File: src/rtl/core/reversible_deque_buffer_core_assert.svh
// Assertion macros for the deque core. Synthesis builds define SYNTH.
`ifndef REVERSIBLE_DEQUE_BUFFER_CORE_ASSERT_SVH
`define REVERSIBLE_DEQUE_BUFFER_CORE_ASSERT_SVH

`ifndef SYNTH
`define RDB_ASSERT_NOW(label, clk, rst_n, ante, cons) \
    label: assert property (@(posedge clk) disable iff (!rst_n) (ante) |-> (cons)) \
        else $error("deque core assertion failed");
`define RDB_ASSERT_NEXT(label, clk, rst_n, ante, cons) \
    label: assert property (@(posedge clk) disable iff (!rst_n) (ante) |=> (cons)) \
        else $error("deque core assertion failed");
`else
`define RDB_ASSERT_NOW(label, clk, rst_n, ante, cons)
`define RDB_ASSERT_NEXT(label, clk, rst_n, ante, cons)
`endif

`endif

File: src/rtl/core/rdb_pkg.sv
package rdb_pkg;

    localparam int unsigned DEPTH_DEFAULT = 1024;

    typedef enum logic [1:0] {
        OP_TOGGLE = 2'd0,
        OP_ADD    = 2'd1,
        OP_READ   = 2'd2
    } opcode_t;

    typedef enum logic [1:0] {
        ST_OK    = 2'd0,
        ST_FULL  = 2'd1,
        ST_RANGE = 2'd2
    } status_t;

    typedef struct packed {
        logic [1:0] opcode;
        logic       at_back;
        logic [7:0] char_in;
        logic [9:0] position;
    } in_item_t;

    typedef struct packed {
        logic [7:0]  char_out;
        logic [1:0]  status;
        logic [10:0] fill_count;
        logic        reversed;
    } out_item_t;

    typedef struct packed {
        logic wr_en;
        logic rd_en;
    } mem_req_t;

    // Result of one item as seen by the output stage; the byte comes from the memory.
    typedef struct packed {
        logic        read_hit;
        logic [1:0]  status;
        logic [10:0] fill_count;
        logic        reversed;
    } result_t;

endpackage

File: src/rtl/core/rdb_ctrl.sv
`include "reversible_deque_buffer_core_assert.svh"

module rdb_ctrl #(
    parameter int unsigned DEPTH = rdb_pkg::DEPTH_DEFAULT
) (
    input  logic                     clk,
    input  logic                     rst_n,
    input  logic                     in_valid,
    output logic                     in_ready,
    input  rdb_pkg::in_item_t        in_data,
    output logic                     res_valid,
    input  logic                     res_ready,
    output rdb_pkg::result_t         res,
    output rdb_pkg::mem_req_t        mem_req,
    output logic [$clog2(DEPTH)-1:0] mem_addr,
    output logic [7:0]               mem_wdata
);
    import rdb_pkg::*;

    localparam int unsigned PTR_W = $clog2(DEPTH);
    localparam int unsigned CNT_W = $clog2(DEPTH + 1);
    localparam int unsigned SUM_W = CNT_W + 1;
    localparam int unsigned CMP_W = (CNT_W > 10) ? CNT_W : 10;

    logic [PTR_W-1:0] head_reg, head_next;
    logic [CNT_W-1:0] count_reg, count_next;
    logic             rev_reg, rev_next;
    logic             valid_reg, valid_next;
    logic             hit_reg, hit_next;
    status_t          status_reg, status_next;

    logic             accept;
    logic             full;
    logic             phys_back;
    logic             in_range;
    logic [PTR_W-1:0] head_dec;
    logic [CNT_W-1:0] rd_offset;
    logic [CNT_W-1:0] offset;
    logic [SUM_W-1:0] ring_sum;
    logic [PTR_W-1:0] ring_addr;

    assign in_ready = !valid_reg || res_ready;
    assign accept   = in_valid && in_ready;

    assign full      = (count_reg == CNT_W'(DEPTH));
    assign phys_back = in_data.at_back ^ rev_reg;
    assign in_range  = CMP_W'(in_data.position) < CMP_W'(count_reg);
    assign head_dec  = (head_reg == '0) ? PTR_W'(DEPTH - 1) : head_reg - PTR_W'(1);

    // Count a reversed read from the physical back.
    assign rd_offset = rev_reg
        ? CNT_W'(CMP_W'(count_reg) - CMP_W'(1) - CMP_W'(in_data.position))
        : CNT_W'(in_data.position);

    assign offset    = (in_data.opcode == OP_READ) ? rd_offset : count_reg;
    assign ring_sum  = SUM_W'(head_reg) + SUM_W'(offset);
    assign ring_addr = (ring_sum >= SUM_W'(DEPTH)) ? PTR_W'(ring_sum - SUM_W'(DEPTH))
                                                   : PTR_W'(ring_sum);

    always_comb
    begin
        head_next   = head_reg;
        count_next  = count_reg;
        rev_next    = rev_reg;
        hit_next    = hit_reg;
        status_next = status_reg;
        mem_req     = '0;
        mem_addr    = ring_addr;
        mem_wdata   = in_data.char_in;
        valid_next  = valid_reg;
        if (res_ready)
        begin
            valid_next = 1'b0;
        end
        if (accept)
        begin
            valid_next  = 1'b1;
            hit_next    = 1'b0;
            status_next = ST_OK;
            case (in_data.opcode)
                OP_TOGGLE:
                begin
                    rev_next = !rev_reg;
                end
                OP_ADD:
                begin
                    if (full)
                    begin
                        status_next = ST_FULL;
                    end
                    else
                    begin
                        mem_req.wr_en = 1'b1;
                        count_next    = count_reg + CNT_W'(1);
                        if (!phys_back)
                        begin
                            mem_addr  = head_dec;
                            head_next = head_dec;
                        end
                    end
                end
                OP_READ:
                begin
                    if (in_range)
                    begin
                        mem_req.rd_en = 1'b1;
                        hit_next      = 1'b1;
                    end
                    else
                    begin
                        status_next = ST_RANGE;
                    end
                end
                default:
                begin
                    status_next = ST_OK;
                end
            endcase
        end
    end

    always_ff @(posedge clk or negedge rst_n)
    begin
        if (!rst_n)
        begin
            head_reg   <= '0;
            count_reg  <= '0;
            rev_reg    <= 1'b0;
            valid_reg  <= 1'b0;
            hit_reg    <= 1'b0;
            status_reg <= ST_OK;
        end
        else
        begin
            head_reg   <= head_next;
            count_reg  <= count_next;
            rev_reg    <= rev_next;
            valid_reg  <= valid_next;
            hit_reg    <= hit_next;
            status_reg <= status_next;
        end
    end

    assign res_valid      = valid_reg;
    assign res.read_hit   = hit_reg;
    assign res.status     = status_reg;
    assign res.fill_count = 11'(count_reg);
    assign res.reversed   = rev_reg;

    `RDB_ASSERT_NOW(a_count_bound, clk, rst_n, 1'b1, count_reg <= CNT_W'(DEPTH))
    `RDB_ASSERT_NOW(a_one_access, clk, rst_n, 1'b1, !(mem_req.wr_en && mem_req.rd_en))
    `RDB_ASSERT_NEXT(a_toggle_flips, clk, rst_n, accept && in_data.opcode == OP_TOGGLE,
        rev_reg != $past(rev_reg))
    `RDB_ASSERT_NEXT(a_full_drop, clk, rst_n, accept && in_data.opcode == OP_ADD && full,
        count_reg == $past(count_reg) && head_reg == $past(head_reg))

endmodule

File: config.mk
export PLATFORM = sky130hd
export DESIGN_NAME = rdb_ctrl
export DESIGN_NICKNAME = d
export VERILOG_FILES = /design/src/rtl/core/rdb_pkg.sv /design/src/rtl/core/rdb_ctrl.sv
export VERILOG_INCLUDE_DIRS = /design/src /design/src/rtl/core
export SDC_FILE = /design/constraint.sdc
export NUM_CORES = 1
export LEC_CHECK = 0
export BUFFER_PORTS_ARGS = -buffer_cell sky130_fd_sc_hd__buf_4
export CAP_MARGIN = 20
export CELL_PAD_IN_SITES_DETAIL_PLACEMENT = 1
export CELL_PAD_IN_SITES_GLOBAL_PLACEMENT = 2
export CORE_MARGIN = 2
export CORE_UTILIZATION = 33
export CTS_BUF_LIST = sky130_fd_sc_hd__clkbuf_8
export DETAILED_ROUTE_END_ITERATION = 16
export PLACE_DENSITY = 0.85
export REMOVE_ABC_BUFFERS = 1
export SYNTH_ARGS = -nofsm -noshare
export SYNTH_HDL_FRONTEND = slang
export SYNTH_SLANG_ARGS = --single-unit
export TNS_END_PERCENT = 20
File: constraint.sdc
create_clock -name clk -period 6.6 [get_ports clk]
set_clock_uncertainty 0.2 [all_clocks]
set_input_delay 1.32 -clock clk [delete_from_list [all_inputs] [get_ports clk]]
set_output_delay 1.32 -clock clk [all_outputs]
set_load 0.02 [all_outputs]
== After elaboration in Yosys (flattened, before gate mapping) ==
Index checks and enable logic that the tools add are counted.
Storage, ports and cells
  flip-flop bits (word level): 26
  output and inout bits: 37
  logic and storage cells: 48
Operators by class
  add/subtract/negate cells: 6
  magnitude comparators: 2
  eq/ne operators: 3
  multiplexer cells: 18
  bitwise operators: 3
  reductions and logical operators: 10
Operator list (number)
  $mux W10: 6
  $mux W11: 2
  $sub A10 B1 Y10 const B: 2
  $add A10 B11 Y12: 1
  $ge A12 B11 Y1 const B: 1
  $add A11 B1 Y11 const B: 1
  $eq A11 B11 Y1 const B: 1
  $lt A10 B11 Y1: 1
  $sub A11 B1 Y11 const B: 1
  $sub A11 B10 Y11: 1
  $logic_not A10 Y1: 1
  $mux W1: 7
  $mux W2: 2
  $pmux W2 S2: 1
  $reduce_and A4 Y1: 1
  $reduce_and A3 Y1: 1
  $eq A2 B1 Y1 const B: 1
  $eq A2 B2 Y1 const B: 1
  $logic_not A1 Y1: 2
  $logic_not A2 Y1: 1
  $not A1 Y1: 2
  $reduce_and A2 Y1: 1
  $reduce_bool A2 Y1: 1
  $logic_and A1 B1 Y1: 1
  other kinds (2): 2

== Depth between registers and ports, before layout ==
  word-level depth: 11
  gate-level depth with buffers: 16

== Least setup slack after synthesis ==
Ideal clock, no wire load.
  kind: input-to-output
  start point: input in_data[0] (netlist bit)
  end point: output mem_addr[9]
  arrival time: 4.675 ns
  path slack: 0.405 ns
  stages: 14
  buffers on the path: 0
  cells stage by stage: inv_1 -> ha_1 -> fa_1 -> a21o_1 -> a21oi_1 -> o21bai_1 -> a2111oi_1 -> nor4_1 -> or3b_2 -> ha_1 -> a21oi_1 -> o21a_1 -> nor3_1 -> o31ai_1
Between the ends
  cells in the longest elaborated chain, start to end: 10
  elaborated cells on any way between the ends: 11
  classes of those cells: add/sub: 3; order compare: 1; mux: 7
RTL lines
  start, declared: RTL line rdb_ctrl.sv:10  | input rdb_pkg::in_item_t in_data,
  $sub A11 B10 Y11: RTL line rdb_ctrl.sv:52  | ? CNT_W'(CMP_W'(count_reg) - CMP_W'(1) - CMP_W'(in_data.position))
  $mux W11 (*): RTL line rdb_ctrl.sv:52
  $mux W11 (*): RTL line rdb_ctrl.sv:55  | assign offset = (in_data.opcode == OP_READ) ? rd_offset : count_reg;
  $add A10 B11 Y12 (*): RTL line rdb_ctrl.sv:56  | assign ring_sum = SUM_W'(head_reg) + SUM_W'(offset);
  $sub A10 B1 Y10 or $ge A12 B11 Y1 (tied branches): RTL line rdb_ctrl.sv:57  | assign ring_addr = (ring_sum >= SUM_W'(DEPTH)) ? PTR_W'(ring_sum - SUM_W'(DEPTH))
  $mux W10 (*): RTL line rdb_ctrl.sv:57
  $mux W10: RTL line rdb_ctrl.sv:95  | if (!phys_back)
  $mux W10: RTL line rdb_ctrl.sv:87  | if (full)
  $mux W10: RTL line rdb_ctrl.sv:80  | case (in_data.opcode)
  $mux W10 (*): RTL line rdb_ctrl.sv:75  | if (accept)
  end, declared: RTL line rdb_ctrl.sv:15  | output logic [$clog2(DEPTH)-1:0] mem_addr,
Mark *: on every way between the ends. The rest lies on a longest branch, timed or not.

== Worst setup path in the final report ==
Ends and elaborated chain as after synthesis.

==> metrics <==
status=complete, no violations; post-synthesis mux area share=0.0259; Worst-Margin Slew=0.835 ns; final hold violations=0; Die Span Y=94.5 µm; simple-gate share of the synthesized area=0.177; clock transition at the registers of the reported paths=0.11 ns; share of cells above drive strength 1=0.165; post-route ant nets=0; # rows=33; synth warn=0; root buffer selected by CTS=clkbuf_8; Power Total=1.32 mW; post-synthesis sequential area ratio=0.241; CTS Buf Count=3; core area=8090 µm²; nets=419; synth top area cells=dfrtp_1 (24%), ha_1 (16%), xnor2_1 (8.4%); Int Pwr=0.684 mW; largest net degree at the start of global routing=27; sw power=0.632 mW; Max Slew Vio Count=0; first-pass GRT wire length=11400 µm; relative max-transition margin=0.444; RSZ-0062 raised after global routing=no; asr flop ratio synth=1.00; Post-Synth Adder-Cell Area=0.172; syn avg cell area=8.26 µm²; #FFs+latches synth=26; Most used DFF post-synth=dfrtp_1; total gr overflow=0; most common cell in the synthesized netlist=ha_1; Clk network pwr share=0.109; Peak supply drop=0.000194 V; max reg flops=11; Post-Syn Area=2700 µm²; max-cap violations=0; startpoint types=input pin; Critical Path Fanout Max=3; Worst Hold Class=reg2reg; Netlist cell types=50; fmax=156 MHz; GRT Overall Usage=0.160; pwr dens=419 nW/µm²; chip width=94.5 µm; complex-gate fraction of the synthesized area=0.193; final RePlAce weighted congestion=0.822; Synth top cells by count=ha_1 (34), inv_1 (28); number of post-CTS setup repair buffers=0; Post-route DRC=0; Gate Count Post-Synth=327; clock tree buffer depth=2; initial antenna violation count=0; vias per cell=5.09; CTS Hold Buffers Added=0; CTS sink cnt=26; Post-synth EDFFs=0; vias in the first global route=2398; leakage=1.49 nW; xor/xnor share of the synthesized area=0.110; Tcrit/Tclk final=0.971; Combinational Power Share=0.657; worst skew pair latency=0.28 ns; fillcell total=1015; CTS-repair resized insts=0; min Tclk post-route=6.41 ns; Seq pwr share=0.235; Worst EP required=5.08 ns; Synth top area share=0.241; ant diodes=0; Layout area overhead=16.0%; Post-Route WL=6970 µm; main combinational cell family by area after synthesis=compound AO/OA/AOI/OAI gates; TNS Setup=0 ns; switching share of power=0.480; IO Port Bufs=45; die area=8930 µm²; Final Setup Violations=0; Initial DRT Pass Iterations=4; vias=2352; Crit. End Element=output port; DR iter-0 viols=52; area leader, netlist=dfrtp_1; dpl hpwl=5550 µm; CTS tree=built; CP Data Arrival Time=4.89 ns; wire length per cell=15.1 µm; Crit Path Class=in2out; Starting Density=0.334; IO Pins=62; H-Tree Depth=1
[per-stage QoR]
step	instance area, µm²	hold WS [ns]	cells	setup slack, ns	utilization
finish	3140	0.297	462	0.191	0.387
global route	3140	0.327	462	0.0204	0.387
CTS	3140	0.300	462	0.182	0.387
detailed placement	3060	0.275	458	0.197	0.379
global placement	3060	0.264	458	0.251	0.379
floorplan	2590	0.305	307	0.405	-
[power by group through the flow]
stage	Combinational [mW]	Clock [mW]	Sequential, mW
5_1_grt	0.957	0.155	0.322
3_3_place_gp	0.852	0	0.310
2_1_floorplan	0.587	0	0.305
6_report	0.864	0.143	0.309
4_1_cts	0.876	0.147	0.311
3_5_place_dp	0.869	0	0.314
[area by class of cell]
| type | instances | area [µm²] | share of cell area |
|---|---|---|---|
| timing repair buffer | 46 | 345 | 0.110 |
| inverter | 28 | 105 | 0.0335 |
| clock buffer | 3 | 41.3 | 0.0132 |
| multi-input combinational | 253 | 1830 | 0.584 |
| sequential | 26 | 651 | 0.208 |
| clock inverter | 1 | 30.0 | 0.00958 |
| tap | 105 | 131 | 0.0419 |
[worst max-delay path, cell delays in order]
cell       delay, ns
buf_4           0.08
inv_1           0.04
ha_1            0.23
fa_1            0.42
a21o_1          0.20
a21oi_1         0.22
o21bai_1        0.13
a2111oi_1       0.49
nor4_1          0.11
or3b_2          0.48
ha_1            0.33
a21oi_1         0.17
o21a_1          0.15
nor3_1          0.06
o31ai_1         0.26
buf_4           0.19
[metal layers]
metal  global-route usage  vias to the layer above  share of wire
met4               0.0399                        0         0.0090
met3               0.0208                        4          0.032
met1                0.217                     1128           0.48
li1                     -                     1184              -
met2                0.272                       36           0.48
met5                    0                        -              0
[cell families after synthesis]
family	Yosys count
and+or+nand+nor	92
AOI/OAI and AO/OA	84
buffers and inverters	48
adders and majority gates	36
xor gates and xnor gates	34
DFF	26
muxes	7
[final timing paths]
kind                               from            end  slack [ns]  cells after the start
min                             hit_reg        hit_reg        0.30                      1
min reg2reg                     hit_reg        hit_reg        0.30                      1
max reg2reg                count_reg[0]    head_reg[3]        3.88                      7
min in group asynchronous         rst_n    head_reg[0]        0.73                      1
max                          in_data[0]    mem_addr[9]        0.19                     16
max in group asynchronous         rst_n  count_reg[10]        5.20                      1
[layout by cell type, fill, tap and decap left out, types with 2 or more instances in the layout]
cell and count:
a2111oi_0 2, a21o_1 6, a21oi_1 26, a211oi_1 3
nor4_1 3, nand2b_1 3, nand3b_1 2, xnor2_1 26
xor2_1 8, o21a_1 7, o211ai_1 2, a31oi_1 8
nor2b_1 2, or3_1 3, o21ai_0 18, clkbuf_8 3
ha_1 34, mux2i_1 7, and3_1 4, inv_1 28
nand2_1 26, o21bai_1 3, and2_1 2, nand4_1 4
nor2_1 24, nor3_1 8, or2_2 2, fa_1 2
dfrtp_1 26, buf_4 46
No activity file was read; power rests on OpenSTA's default activity.
